[config.mk]
export PLATFORM = sky130hd
export DESIGN_NAME = crc32_framed_packet_deframer_unit_flat
export DESIGN_NICKNAME = d
export VERILOG_FILES = /design/src/rtl/core/cfd_pkg.sv /design/src/rtl/core/cfd_in_if.sv /design/src/rtl/core/cfd_out_if.sv /design/src/rtl/core/cfd_crc_unit.sv /design/src/rtl/core/crc32_framed_packet_deframer_unit.sv /design/src/flat_wrapper.sv
export SDC_FILE = /design/constraint.sdc
export NUM_CORES = 2
export LEC_CHECK = 0
export BUFFER_PORTS_ARGS = -buffer_cell sky130_fd_sc_hd__clkbuf_2
export CORE_MARGIN = 4
export CORE_UTILIZATION = 55
export DETAILED_ROUTE_END_ITERATION = 7
export GPL_TIMING_DRIVEN = 0
export PLACE_DENSITY = 0.71
export RECOVER_POWER = 100
export SYNTH_ARGS = -nofsm -noshare
export SYNTH_HDL_FRONTEND = slang
export SYNTH_SLANG_ARGS = --single-unit
[constraint.sdc]
create_clock -name i_clk -period 8.5 [get_ports i_clk]
set_input_delay 0.85 -clock i_clk [delete_from_list [all_inputs] [get_ports i_clk]]
set_output_delay 0.85 -clock i_clk [all_outputs]
set_load 0.005 [all_outputs]
[src/rtl/core/cfd_pkg.sv]
// Shared types, codes and CRC helpers for the CRC-32 framed packet deframer.
// No dependencies; cfd_crc_unit and the top level use this package.
`timescale 1ns / 1ps

package cfd_pkg;

    localparam logic [31:0] CRC_POLY = 32'h04C1_1DB7;
    localparam logic [31:0] CRC_INIT = 32'hFFFF_FFFF;
    localparam logic [31:0] CRC_TOP  = 32'h8000_0000;

    typedef enum logic [1:0] {
        CFG_SYNC_FIRST  = 2'd0,
        CFG_SYNC_SECOND = 2'd1,
        CFG_SYNC_THIRD  = 2'd2,
        CFG_MAX_LEN     = 2'd3
    } t_cfg_idx;

    typedef enum logic [1:0] {
        ST_PAYLOAD  = 2'd0,
        ST_EMPTY_OK = 2'd1,
        ST_CRC_ERR  = 2'd2,
        ST_LEN_ERR  = 2'd3
    } t_status;

    typedef enum logic [5:0] {
        PH_H1   = 6'b000001,
        PH_H2   = 6'b000010,
        PH_H3   = 6'b000100,
        PH_LEN  = 6'b001000,
        PH_DATA = 6'b010000,
        PH_CRC  = 6'b100000
    } t_phase;

    typedef struct packed {
        logic        load;
        logic        fresh;
        logic [31:0] word;
    } t_crc_cmd;

    function automatic logic [31:0] crc_word(input logic [31:0] crc, input logic [31:0] word);
        logic [31:0] c;
        c = crc ^ word;
        for (int i = 0; i < 32; i++) begin
            if ((c & CRC_TOP) != 32'd0) begin
                c = (c << 1) ^ CRC_POLY;
            end else begin
                c = c << 1;
            end
        end
        return c;
    endfunction

endpackage

[src/rtl/core/cfd_in_if.sv]
// Input byte channel of the deframer: valid, ready and the received byte.
// Depends on nothing.
`timescale 1ns / 1ps

interface cfd_in_if;
    logic       valid;
    logic       ready;
    logic [7:0] rx_byte;

    modport source (output valid, output rx_byte, input ready);
    modport sink   (input valid, input rx_byte, output ready);
endinterface

[src/rtl/core/cfd_out_if.sv]
// Result channel of the deframer: valid, ready, status, payload byte, last flag.
// Depends on nothing.
`timescale 1ns / 1ps

interface cfd_out_if;
    logic       valid;
    logic       ready;
    logic [1:0] status;
    logic [7:0] payload_byte;
    logic       last;

    modport source (output valid, output status, output payload_byte, output last,
                    input ready);
    modport sink   (input valid, input status, input payload_byte, input last,
                    output ready);
endinterface

[src/rtl/core/cfd_crc_unit.sv]
// Word-wise CRC-32 register: folds one 32-bit word in during the cycle of its load.
// Depends on cfd_pkg for the command struct and the word function.
`timescale 1ns / 1ps

module cfd_crc_unit (
    input  logic              i_clk,
    input  logic              i_rst_n,
    input  cfd_pkg::t_crc_cmd i_cmd,
    output logic [31:0]       o_crc
);

    logic [31:0] r_crc;
    logic [31:0] n_crc;
    logic [31:0] w_base;

    assign o_crc  = r_crc;
    assign w_base = i_cmd.fresh ? cfd_pkg::CRC_INIT : r_crc;

    always_comb begin
        n_crc = r_crc;
        if (i_cmd.load) begin
            n_crc = cfd_pkg::crc_word(w_base, i_cmd.word);
        end
    end

    always_ff @(posedge i_clk) begin
        if (!i_rst_n) begin
            r_crc <= cfd_pkg::CRC_INIT;
        end else begin
            r_crc <= n_crc;
        end
    end

endmodule

[src/rtl/core/crc32_framed_packet_deframer_unit.sv]
// Top level of the CRC-32 framed packet deframer: header hunt, payload store, output drain.
// Depends on cfd_pkg, cfd_in_if, cfd_out_if and cfd_crc_unit.
//
//   channel   dir  transfer when        payload
//   i_in      in   valid && ready       rx_byte[7:0]
//   o_out     out  valid && ready       status[1:0], payload_byte[7:0], last
//   i_cfg_*   in   i_cfg_we             i_cfg_idx[1:0], i_cfg_data[7:0]
//
// One byte is taken per cycle unless a frame-ending byte waits. A good frame with N payload bytes drains N
// results from a two-bank payload RAM, one per cycle unless the output stalls, through a registered read port
// and the output register. A byte that ends a frame or gives a length error waits while a drain runs.
// A CRC word is folded in during the cycle that takes its last byte.
// Reset is synchronous, active low; the payload RAM needs no clearing pass.
`timescale 1ns / 1ps

module crc32_framed_packet_deframer_unit #(
    parameter int PAYLOAD_DEPTH = 64
) (
    input  logic       i_clk,
    input  logic       i_rst_n,
    cfd_in_if.sink     i_in,
    cfd_out_if.source  o_out,
    input  logic       i_cfg_we,
    input  logic [1:0] i_cfg_idx,
    input  logic [7:0] i_cfg_data
);

    localparam int IW = (PAYLOAD_DEPTH > 1) ? $clog2(PAYLOAD_DEPTH) : 1;
    localparam int MEM_WORDS = 2 ** (IW + 1);
    localparam logic [7:0] DEPTH_B = 8'(PAYLOAD_DEPTH);

    // configuration
    logic [7:0] r_sync1;
    logic [7:0] r_sync2;
    logic [7:0] r_sync3;
    logic [6:0] r_max_len;

    // parser state
    cfd_pkg::t_phase r_phase;
    cfd_pkg::t_phase n_phase;
    logic [6:0]  r_len;
    logic [6:0]  n_len;
    logic [7:0]  r_cnt;
    logic [7:0]  n_cnt;
    logic [31:0] r_word;
    logic [31:0] n_word;
    logic [23:0] r_rx_crc;
    logic [23:0] n_rx_crc;
    logic        r_wr_bank;

    // drain and output
    logic        r_drain_active;
    logic [7:0]  r_drain_idx;
    logic [6:0]  r_drain_len;
    logic        r_drain_bank;
    logic        r_rd_pend;
    logic        r_rd_last;
    logic [7:0]  r_rd_data;
    logic        r_out_valid;
    logic [1:0]  r_out_status;
    logic [7:0]  r_out_byte;
    logic        r_out_last;

    logic [7:0]  r_mem [MEM_WORDS];

    cfd_pkg::t_crc_cmd w_crc_cmd;
    logic [31:0] w_crc;
    logic [7:0]  w_b;
    logic [7:0]  w_limit;
    logic        w_len_err;
    logic        w_crc_end;
    logic [31:0] w_rx_full;
    logic        w_crc_bad;
    logic        w_status_req;
    logic        w_drain_req;
    logic        w_busy;
    logic        w_out_free;
    logic        w_accept;
    logic        w_mem_we;
    logic        w_start_drain;
    cfd_pkg::t_status w_status;
    logic        w_rd_move;
    logic        w_rd_issue;
    logic [7:0]  w_cnt_inc;
    logic [31:0] w_word_in;

    function automatic logic [31:0] place_byte(input logic [31:0] word, input logic [7:0] b,
                                               input logic [1:0] k);
        logic [31:0] w;
        w = word;
        unique case (k)
            2'd0: w[7:0]   = b;
            2'd1: w[15:8]  = b;
            2'd2: w[23:16] = b;
            2'd3: w[31:24] = b;
        endcase
        return w;
    endfunction

    cfd_crc_unit u_crc (
        .i_clk   (i_clk),
        .i_rst_n (i_rst_n),
        .i_cmd   (w_crc_cmd),
        .o_crc   (w_crc)
    );

    assign w_b       = i_in.rx_byte;
    assign w_limit   = ({1'b0, r_max_len} > DEPTH_B) ? DEPTH_B : {1'b0, r_max_len};
    assign w_len_err = (w_b > w_limit);
    assign w_crc_end = (r_phase == cfd_pkg::PH_CRC) && (r_cnt[1:0] == 2'd3);
    assign w_rx_full = {w_b, r_rx_crc};
    assign w_crc_bad = (w_rx_full != w_crc);
    assign w_cnt_inc = r_cnt + 8'd1;
    assign w_word_in = place_byte(r_word, w_b, r_cnt[1:0]);

    assign w_status_req = ((r_phase == cfd_pkg::PH_LEN) && w_len_err)
                       || (w_crc_end && (w_crc_bad || (r_len == 7'd0)));
    assign w_drain_req  = w_crc_end && !w_crc_bad && (r_len != 7'd0);
    assign w_busy       = r_drain_active || r_rd_pend;
    assign w_out_free   = !r_out_valid || o_out.ready;

    // hold bytes that end a frame until the drain is idle and, for a status result, the output stage is free
    assign i_in.ready = !(w_status_req || w_drain_req)
                     || (!w_busy && (w_out_free || !w_status_req));
    assign w_accept   = i_in.valid && i_in.ready;

    always_comb begin
        n_phase   = r_phase;
        n_len     = r_len;
        n_cnt     = r_cnt;
        n_word    = r_word;
        n_rx_crc  = r_rx_crc;
        w_crc_cmd = '{load: 1'b0, fresh: 1'b0, word: 32'd0};
        w_mem_we  = 1'b0;
        w_start_drain = 1'b0;
        w_status  = cfd_pkg::ST_CRC_ERR;
        if (w_accept) begin
            unique case (r_phase)
                cfd_pkg::PH_H1: begin
                    if (w_b == r_sync1) begin
                        n_phase = cfd_pkg::PH_H2;
                    end
                end
                cfd_pkg::PH_H2: begin
                    priority if (w_b == r_sync2) begin
                        n_phase = cfd_pkg::PH_H3;
                    end else if (w_b == r_sync1) begin
                        n_phase = cfd_pkg::PH_H2;
                    end else begin
                        n_phase = cfd_pkg::PH_H1;
                    end
                end
                cfd_pkg::PH_H3: begin
                    priority if (w_b == r_sync3) begin
                        n_phase = cfd_pkg::PH_LEN;
                    end else if ((w_b == r_sync2) && (r_sync1 == r_sync2)) begin
                        n_phase = cfd_pkg::PH_H3;
                    end else if (w_b == r_sync1) begin
                        n_phase = cfd_pkg::PH_H2;
                    end else begin
                        n_phase = cfd_pkg::PH_H1;
                    end
                end
                cfd_pkg::PH_LEN: begin
                    if (w_len_err) begin
                        n_phase  = cfd_pkg::PH_H1;
                        w_status = cfd_pkg::ST_LEN_ERR;
                    end else begin
                        w_crc_cmd = '{load: 1'b1, fresh: 1'b1,
                                      word: {w_b, r_sync3, r_sync2, r_sync1}};
                        n_word   = 32'd0;
                        n_len    = w_b[6:0];
                        n_cnt    = 8'd0;
                        n_rx_crc = 24'd0;
                        n_phase  = (w_b == 8'd0) ? cfd_pkg::PH_CRC : cfd_pkg::PH_DATA;
                    end
                end
                cfd_pkg::PH_DATA: begin
                    w_mem_we = 1'b1;
                    n_word   = w_word_in;
                    n_cnt    = w_cnt_inc;
                    if ((r_cnt[1:0] == 2'd3) || (w_cnt_inc >= {1'b0, r_len})) begin
                        w_crc_cmd = '{load: 1'b1, fresh: 1'b0, word: w_word_in};
                        n_word    = 32'd0;
                    end
                    if (w_cnt_inc >= {1'b0, r_len}) begin
                        n_cnt    = 8'd0;
                        n_rx_crc = 24'd0;
                        n_phase  = cfd_pkg::PH_CRC;
                    end
                end
                cfd_pkg::PH_CRC: begin
                    n_rx_crc = 24'(place_byte({8'd0, r_rx_crc}, w_b, r_cnt[1:0]));
                    n_cnt    = w_cnt_inc;
                    if (w_crc_end) begin
                        n_phase = cfd_pkg::PH_H1;
                        n_cnt   = 8'd0;
                        priority if (w_crc_bad) begin
                            w_status = cfd_pkg::ST_CRC_ERR;
                        end else if (r_len == 7'd0) begin
                            w_status = cfd_pkg::ST_EMPTY_OK;
                        end else begin
                            w_start_drain = 1'b1;
                        end
                    end
                end
                default: begin
                    n_phase = cfd_pkg::PH_H1;
                end
            endcase
        end
    end

    assign w_rd_move  = r_rd_pend && w_out_free;
    assign w_rd_issue = r_drain_active && (!r_rd_pend || w_rd_move);

    // configuration writes
    always_ff @(posedge i_clk) begin
        if (!i_rst_n) begin
            r_sync1   <= 8'd0;
            r_sync2   <= 8'd0;
            r_sync3   <= 8'd0;
            r_max_len <= 7'd64;
        end else if (i_cfg_we) begin
            unique case (cfd_pkg::t_cfg_idx'(i_cfg_idx))
                cfd_pkg::CFG_SYNC_FIRST:  r_sync1   <= i_cfg_data;
                cfd_pkg::CFG_SYNC_SECOND: r_sync2   <= i_cfg_data;
                cfd_pkg::CFG_SYNC_THIRD:  r_sync3   <= i_cfg_data;
                cfd_pkg::CFG_MAX_LEN:     r_max_len <= i_cfg_data[6:0];
            endcase
        end
    end

    always_ff @(posedge i_clk) begin
        if (!i_rst_n) begin
            r_phase   <= cfd_pkg::PH_H1;
            r_len     <= 7'd0;
            r_cnt     <= 8'd0;
            r_word    <= 32'd0;
            r_rx_crc  <= 24'd0;
            r_wr_bank <= 1'b0;
        end else begin
            r_phase  <= n_phase;
            r_len    <= n_len;
            r_cnt    <= n_cnt;
            r_word   <= n_word;
            r_rx_crc <= n_rx_crc;
            if (w_start_drain) begin
                r_wr_bank <= !r_wr_bank;
            end
        end
    end

    // payload RAM: one write port, one registered read port
    always_ff @(posedge i_clk) begin
        if (w_mem_we) begin
            r_mem[{r_wr_bank, r_cnt[IW-1:0]}] <= w_b;
        end
        if (w_rd_issue) begin
            r_rd_data <= r_mem[{r_drain_bank, r_drain_idx[IW-1:0]}];
            r_rd_last <= (r_drain_idx + 8'd1) == {1'b0, r_drain_len};
        end
    end

    always_ff @(posedge i_clk) begin
        if (!i_rst_n) begin
            r_drain_active <= 1'b0;
            r_drain_idx    <= 8'd0;
            r_rd_pend      <= 1'b0;
        end else begin
            if (w_start_drain) begin
                r_drain_active <= 1'b1;
                r_drain_idx    <= 8'd0;
            end else if (w_rd_issue) begin
                r_drain_idx <= r_drain_idx + 8'd1;
                if ((r_drain_idx + 8'd1) == {1'b0, r_drain_len}) begin
                    r_drain_active <= 1'b0;
                end
            end
            if (w_rd_issue) begin
                r_rd_pend <= 1'b1;
            end else if (w_rd_move) begin
                r_rd_pend <= 1'b0;
            end
        end
    end

    always_ff @(posedge i_clk) begin
        if (w_start_drain) begin
            r_drain_len  <= r_len;
            r_drain_bank <= r_wr_bank;
        end
    end

    // output register
    always_ff @(posedge i_clk) begin
        if (!i_rst_n) begin
            r_out_valid <= 1'b0;
        end else if (w_out_free) begin
            r_out_valid <= r_rd_pend || (w_accept && w_status_req);
        end
    end

    always_ff @(posedge i_clk) begin
        if (w_out_free) begin
            if (r_rd_pend) begin
                r_out_status <= cfd_pkg::ST_PAYLOAD;
                r_out_byte   <= r_rd_data;
                r_out_last   <= r_rd_last;
            end else begin
                r_out_status <= w_status;
                r_out_byte   <= 8'd0;
                r_out_last   <= 1'b1;
            end
        end
    end

    assign o_out.valid        = r_out_valid;
    assign o_out.status       = r_out_status;
    assign o_out.payload_byte = r_out_byte;
    assign o_out.last         = r_out_last;

endmodule
[src/flat_wrapper.sv]
// flat-port wrapper written by rule: the top's interface ports become plain ports
module crc32_framed_packet_deframer_unit_flat 
#(
    parameter int PAYLOAD_DEPTH = 64
)
  (i_clk, i_rst_n, i_cfg_we, i_cfg_idx, i_cfg_data, i_in_valid, i_in_rx_byte, i_in_ready, o_out_valid, o_out_status, o_out_payload_byte, o_out_last, o_out_ready);
  cfd_in_if i_in_i ();
  cfd_out_if o_out_i ();
  input  logic i_clk;
  input  logic i_rst_n;
  input  logic i_cfg_we;
  input  logic [1:0] i_cfg_idx;
  input  logic [7:0] i_cfg_data;
  input wire logic [$bits(i_in_i.valid)-1:0] i_in_valid;
  input wire logic [$bits(i_in_i.rx_byte)-1:0] i_in_rx_byte;
  output wire logic [$bits(i_in_i.ready)-1:0] i_in_ready;
  output wire logic [$bits(o_out_i.valid)-1:0] o_out_valid;
  output wire logic [$bits(o_out_i.status)-1:0] o_out_status;
  output wire logic [$bits(o_out_i.payload_byte)-1:0] o_out_payload_byte;
  output wire logic [$bits(o_out_i.last)-1:0] o_out_last;
  input wire logic [$bits(o_out_i.ready)-1:0] o_out_ready;
  assign i_in_i.valid = i_in_valid;
  assign i_in_i.rx_byte = i_in_rx_byte;
  assign i_in_ready = i_in_i.ready;
  assign o_out_valid = o_out_i.valid;
  assign o_out_status = o_out_i.status;
  assign o_out_payload_byte = o_out_i.payload_byte;
  assign o_out_last = o_out_i.last;
  assign o_out_i.ready = o_out_ready;
  crc32_framed_packet_deframer_unit #(.PAYLOAD_DEPTH(PAYLOAD_DEPTH)) u_core (.i_clk(i_clk), .i_rst_n(i_rst_n), .i_in(i_in_i), .o_out(o_out_i), .i_cfg_we(i_cfg_we), .i_cfg_idx(i_cfg_idx), .i_cfg_data(i_cfg_data));
endmodule
# After elaboration in Yosys (flattened, before gate mapping)
# Memories as Yosys holds them, arrays and structs flattened. A register that Yosys moved wholly into a read port is not among the register bits.
# Index checks and enable logic that the tools add are counted.
# classes
addsub	2
order_cmp	3
n_eq_ne	25
muxes	116
bitwise	36
n_reduce_logical	52
# op_table
cell	n
32-bit two-way mux	34
27-bit two-way mux	32
14-bit NOT	32
34-bit two-way mux	3
8-bit two-way mux	10
24-bit case mux with 3 select lines	1
34-bit case mux with 2 select lines	1
32-bit case mux with 2 select lines	1
24-bit two-way mux	2
6-bit two-way mux	8
6-bit case mux with 6 select lines	1
8-bit equality test	4
32-bit inequality test	1
32-bit XOR	1
8-bit case mux with 3 select lines	1
8-bit by 1-bit adder with 8-bit output (second input constant)	2
1-bit two-way mux	15
5-bit AND reduction	3
1-bit logical AND	11
1-bit logical OR	10
2-bit two-way mux	5
2-bit AND reduction	5
3-bit AND reduction	3
2-bit equality test (second input constant)	4
25 further kinds	44
# totals
regBits	172
mem_bits_rw	1024
inputBits	23
out_inout_bits	13
elab_cells	259
n_memories	1
# mem_list
name	depth	width	read_ports	rd_clocked_by_memory_dff	write_ports	line_no	rtl
u_core.r_mem	128	8	1	1	1	crc32_framed_packet_deframer_unit.sv:64	logic [7:0] r_mem [MEM_WORDS];

# Logic depth before layout (Yosys ltp)
# logic_depth
word_depth	108
mapped_depth	24
depth_no_buf	19

# Cells and area by module
# A second synthesis with hierarchy kept.
# hier_totals
cells_unflattened	3054
hier_area_um2	52492.8
# modules_own_cells
module	instances	cells_each	area_per_inst_um2	seq_area_each_um2
crc32_framed_packet_deframer_unit	1	2589	47833.4	33992.6
cfd_crc_unit	1	465	4659.5	640.6

# Least setup slack after synthesis
# Ideal clock, no wire load.
# synth_timing
path_type	flip-flop to flip-flop
from	register u_core.r_cnt[0]
to	register u_core.u_crc.r_crc[28], in the netlist u_core.u_crc.o_crc[28]
setup_time_ps	141
t_arrival_ps	5801
required_time_ps	8359
path_slack_ps	2557
stages_incl_launch_ff	23
n_path_buf	3
period_less_slack_ps	5943
cell_sequence	dfxtp_1 > ha_1 > buf_2 > buf_1 > inv_1 > nor3_1 > xor2_1 > ha_1 > nand3_1 > nor3_1 > o21ai_2 > o32ai_2 > a211oi_2 > or3_1 > o211a_1 > buf_4 > xnor3_2 > xor2_1 > xnor3_4 > xnor3_1 > xnor2_1 > xnor2_1 > o211ai_1
# synth_via
elab_chain_cells	83
elab_cells_between_ends	112
classes_between	add/sub: 1; order compare: 1; eq/ne: 3; mux: 69; bitwise: 24; reduce/logical: 14
# synth_rtl
item	line_no	rtl
start: declaration	crc32_framed_packet_deframer_unit.sv:43	logic [7:0] r_cnt;
start signal: assignment	crc32_framed_packet_deframer_unit.sv:245	r_cnt <= n_cnt;
parallel branches: the longest is 9 deep, another holds 8-bit by 1-bit adder with 8-bit output	-	
34-bit two-way mux (*)	crc32_framed_packet_deframer_unit.sv:137	if (w_accept) begin
32-bit two-way mux	cfd_crc_unit.sv:17	assign w_base = i_cmd.fresh ? cfd_pkg::CRC_INIT : r_crc;
32-bit XOR	cfd_pkg.sv:42	c = crc ^ word;
32-bit two-way mux (3 in series)	cfd_crc_unit.sv:21	if (i_cmd.load) begin
27-bit two-way mux	cfd_pkg.sv:44	if ((c & CRC_TOP) != 32'd0) begin
32-bit two-way mux	cfd_crc_unit.sv:21	
14-bit NOT (no source line)	-	
[... 56 more ...]	-	
32-bit two-way mux	cfd_crc_unit.sv:21	
27-bit two-way mux	cfd_pkg.sv:44	
32-bit two-way mux	cfd_crc_unit.sv:21	
27-bit two-way mux	cfd_pkg.sv:44	
32-bit two-way mux	cfd_crc_unit.sv:21	
14-bit NOT (no source line)	-	
27-bit two-way mux	cfd_pkg.sv:44	
32-bit two-way mux (2 in series)	cfd_crc_unit.sv:21	
end signal: assignment	cfd_crc_unit.sv:28	r_crc <= cfd_pkg::CRC_INIT;
end signal: assignment	cfd_crc_unit.sv:30	r_crc <= n_crc;
end: declaration	cfd_crc_unit.sv:12	logic [31:0] r_crc;
# Mark *: on every way between the ends. The select of a mux whose other input is x is not followed.
# A chain may end at the register's enable or synchronous reset.

# Worst setup path in the final report
# layout_timing
from	input i_in_rx_byte[0]
to	register u_core.u_crc.r_crc[19], in the netlist u_core.u_crc.o_crc[19]
# layout_via
elab_chain_cells	83
elab_cells_between_ends	113
classes_between	order compare: 1; eq/ne: 1; mux: 71; bitwise: 26; reduce/logical: 14
# layout_rtl
item	line_no	rtl
start: declaration	flat_wrapper.sv:15	input wire logic [$bits(i_in_i.rx_byte)-1:0] i_in_rx_byte;
parallel branches: the longest is 9 deep, another holds 8-bit > comparator	-	
34-bit two-way mux (*)	crc32_framed_packet_deframer_unit.sv:137	
32-bit two-way mux	cfd_crc_unit.sv:17	
32-bit XOR	cfd_pkg.sv:42	
27-bit two-way mux	cfd_pkg.sv:44	
32-bit two-way mux	cfd_crc_unit.sv:21	
27-bit two-way mux	cfd_pkg.sv:44	
32-bit two-way mux	cfd_crc_unit.sv:21	
[... 59 more ...]	-	
14-bit NOT (no source line)	-	
27-bit two-way mux	cfd_pkg.sv:44	
32-bit two-way mux	cfd_crc_unit.sv:21	
27-bit two-way mux	cfd_pkg.sv:44	
32-bit two-way mux	cfd_crc_unit.sv:21	
27-bit two-way mux	cfd_pkg.sv:44	
32-bit two-way mux	cfd_crc_unit.sv:21	
27-bit two-way mux	cfd_pkg.sv:44	
# Marked as above.

==> impl_metrics.ini <==
[placed_design]
io_buffers = 35
place_ws_ns = -0.7078
dp_cells = 4521
placed_area_um2 = 55650
hpwl_mm = 104.9
gp_congestion = 0.9544

[sta]
finalSetupViolations = 0
period_share = 0.9902
tightestPinTransition_ns = 3.563
finalMaxSlewViolations = 160
slew_headroom = -1.375
hold_viol = 0
layout_setup_ws_ns = 0.08326
skew_ns = 0.04254
finalCriticalPeriod_ns = 8.417
setup-tns-final_ns = 0
hold-worst-slack_ns = 0.4520
rsz0062_at_grt = false
max_freq_mhz = 118.8

[synthesis]
synth_edf_count = 1052
syn_area_um2 = 53690
async_reset_ff_frac = 0
yosysWarningCount = 0
syn_nets = 3247
ys.flop_type = edfxtp_1
synth.distinct_cells = 107
ys_seq_area_frac = 0.6451
synthCells = 3205
ys_ff_latch = 1204
syn_area_per_cell_um2 = 16.75

[setup_path]
reg2reg_depth = 22
path_depth = 22
crit_arrival_ns = 8.96
path_buf_inv = 6
cpMaxStageDelayCell = buf_4
crit_type = input pin to register
critPathTopFamily = XOR/XNOR gates
cp_slowest_stage_delay_ns = 0.60
crit_fanout = 74
crit_path_end_kind = register
path_cells = buf_4, clkbuf_1, clkbuf_2, inv_1, ha_1, nand4_1, nor2_1, a211o_1, clkbuf_1, nand3_1, clkbuf_1, o211ai_1, o21ai_0, a221oi_1, xnor2_1, xnor3_1, xor3_1, xnor2_1, xnor2_2, xor2_1, xnor2_1, o211ai_1
required_ns = 9.05
start_kind = input pin

[finish]
instances_no_fill = 4742
drive_gt1_frac = 0.1924
final_area_um2 = 59640
syn_to_final_growth_pct = 11.09
n_fill_cell = 6903
seqCellArea_um2 = 34630
diodes = 0
fin_util = 0.6168
fin_nets = 3407
multi_input_area_um2 = 18080

[power_and_ir_drop]
p_per_area_nw_per_um2 = 205.4
power_leakage_nw = 18.52
ir_drop_mv = 0.1713
power_mw = 12.25

[outcome]
violations = max-capacitance violations, max-slew violations
status = finished with violations

[die]
io_pins = 36
initial_core_util = 0.5552
die_h_um = 320.4
coreArea_um2 = 96710
die_area_um2 = 102700
placementRows = 114
fp.dieW_um = 320.4

[clock_network]
ctsHtreeMaxLevel = 3
cts.clk_slew.worst_paths_ns = 0.07
postCtsSetupBuffers = 0
cts_buffer_depth = 3
cts_tree = done
clock-sinks = 1204
clk_latency_ns = 0.73
cts_inserted_buffers = 117
ctsHoldBuffers = 0
cts-root-buf = clkbuf_16

[detailed_routing]
drcViolationCount = 0
vias_per_cell = 6.552
wirelength_mm = 151.4
drtIter0Drc = 4279
firstDrtPassIters = 6
vias = 31068
wl_per_cell_um = 31.93
drtAntennaViolNets = 0

[job]
max-cap-violations = 5

[grt]
antenna_found_initial = 1
overflow = 0
grtUsageTotal = 0.2970
first_global_vias = 30927
grt_max_degree = 135
grt_pass1_wl_mm = 220.6

[worst_hold_path]
min_path_cells = 0
hp-class = register to register
kinds of logic after synthesis:
group / synth area share
buf+inv: 0.01739
mux: 0.1607
simple gates: 0.06036
fa+ha+maj: 0.004428
flops: 0.6451
xor+xnor: 0.06495
compound gates: 0.04708
layout make-up:
| type | count | area share |
|---|---|---|
| clock inverters | 79 | 0.01672 |
| flip-flops and latches | 1204 | 0.5807 |
| plain buffers | 201 | 0.01376 |
| repair buffers | 41 | 0.005056 |
| inverters | 30 | 0.001888 |
| well taps | 1276 | 0.02677 |
| multi-input cells | 1770 | 0.3031 |
| clock buffers | 141 | 0.05209 |
worst paths after layout:
| path | startpoint | to | slack (ns) |
|---|---|---|---|
| max reg2reg | u_core.r_cnt[0]$_SDFFE_PN0P_ | u_core.u_crc.o_crc[8]$_SDFFE_PN1P_ | 0.31 |
| min reg2reg | u_core.r_wr_bank$_SDFFE_PN0P_ | u_core.r_drain_bank$_DFFE_PP_ | 0.45 |
| max | i_in_rx_byte[0] | u_core.u_crc.o_crc[19]$_SDFFE_PN1P_ | 0.08 |
| min | u_core.r_wr_bank$_SDFFE_PN0P_ | u_core.r_drain_bank$_DFFE_PP_ | 0.45 |
state kept, by name (all words and copies together) (netlist names), 2 cells and up:
signal	count
u_core.o_out.payload_byte	8
u_core.o_out.status	2
u_core.r_cnt	8
u_core.r_drain_idx	8
u_core.r_drain_len	7
u_core.r_len	7
u_core.r_max_len	7
u_core.r_mem	1024
u_core.r_phase	6
u_core.r_rd_data	8
u_core.r_rx_crc	24
u_core.r_sync1	8
u_core.r_sync2	8
u_core.r_sync3	8
u_core.r_word	32
u_core.u_crc.o_crc	32
where the power goes:
| part | internal [mW] | total [mW] | switching, mW | leakage, nW |
|---|---|---|---|---|
| clock network | 3.22 | 5.50 | 2.28 | 1.97 |
| logic | 0.0788 | 0.295 | 0.216 | 5.82 |
| registers | 6.43 | 6.45 | 0.0213 | 10.7 |
| total | 9.73 | 12.2 | 2.52 | 18.5 |
worst register-to-register path: cells and delay by family, from the launching register on:
family	cells	cell delay [ns]
adder cells (fa/ha/maj)	2	0.51
AND/OR/NAND/NOR	4	1.59
buffers and inverters	4	1.65
flip-flops	1	0.40
multiplexers	1	0.24
AO/OA/AOI/OAI	5	1.56
XOR/XNOR	6	2.08
what timing repair did:
action	4_1_cts	5_1_grt
hold endpoints to repair	0	0
resized for setup	0	5
endpoints found under the setup margin	0	457
placed cells by master, fill, tap and decap left out, types with 24 or more instances in the layout:
cell type,count
inv_1,29
clkbuf_1,169
dfxtp_1,152
nand2_1,135
o21ai_0,51
mux4_2,336
a21oi_1,37
xnor2_1,191
a21boi_0,25
nand3_1,49
clkbuf_16,121
xor2_1,80
nor2_1,208
edfxtp_1,1052
nand4_1,24
mux2i_1,90
o211ai_1,38
nor2b_1,84
a22oi_1,25
buf_1,33
layer usage:
layer  global-route usage  routed length (um)
met3              0.06985               15700
met5                    0                  13
met2               0.4609               70710
met1               0.4244               60060
met4              0.09184                4920
synthesized netlist by cell type (all sizes together) (14+ instances only):
cell	instances	area [um^2]
or3	15	93.84
nand3	50	262.8
and3	15	93.84
o31ai	14	105.1
nor2b	84	525.5
o22ai	17	112.6
edfxtp	1052	31590
o21ai	56	284.0
inv	29	108.9
mux2i	90	900.9
o211ai	40	310.3
dfxtp	152	3043
a31oi	18	133.9
nor2	211	820.8
a21boi	28	221.5
xor2	88	853.3
nand2	135	506.7
a22oi	25	187.7
buf	68	320.3
xnor2	213	2188
mux2	14	161.4
nand4	25	162.6
a21oi	41	227.7
mux4	336	7567
nor4	21	152.6
a211oi	15	137.6
ha	19	237.7
and2	26	162.7
xnor3	14	324.1
nor3	26	146.4
clkbuf	133	500.5
Note: power is estimated with default switching activity, not from simulation.
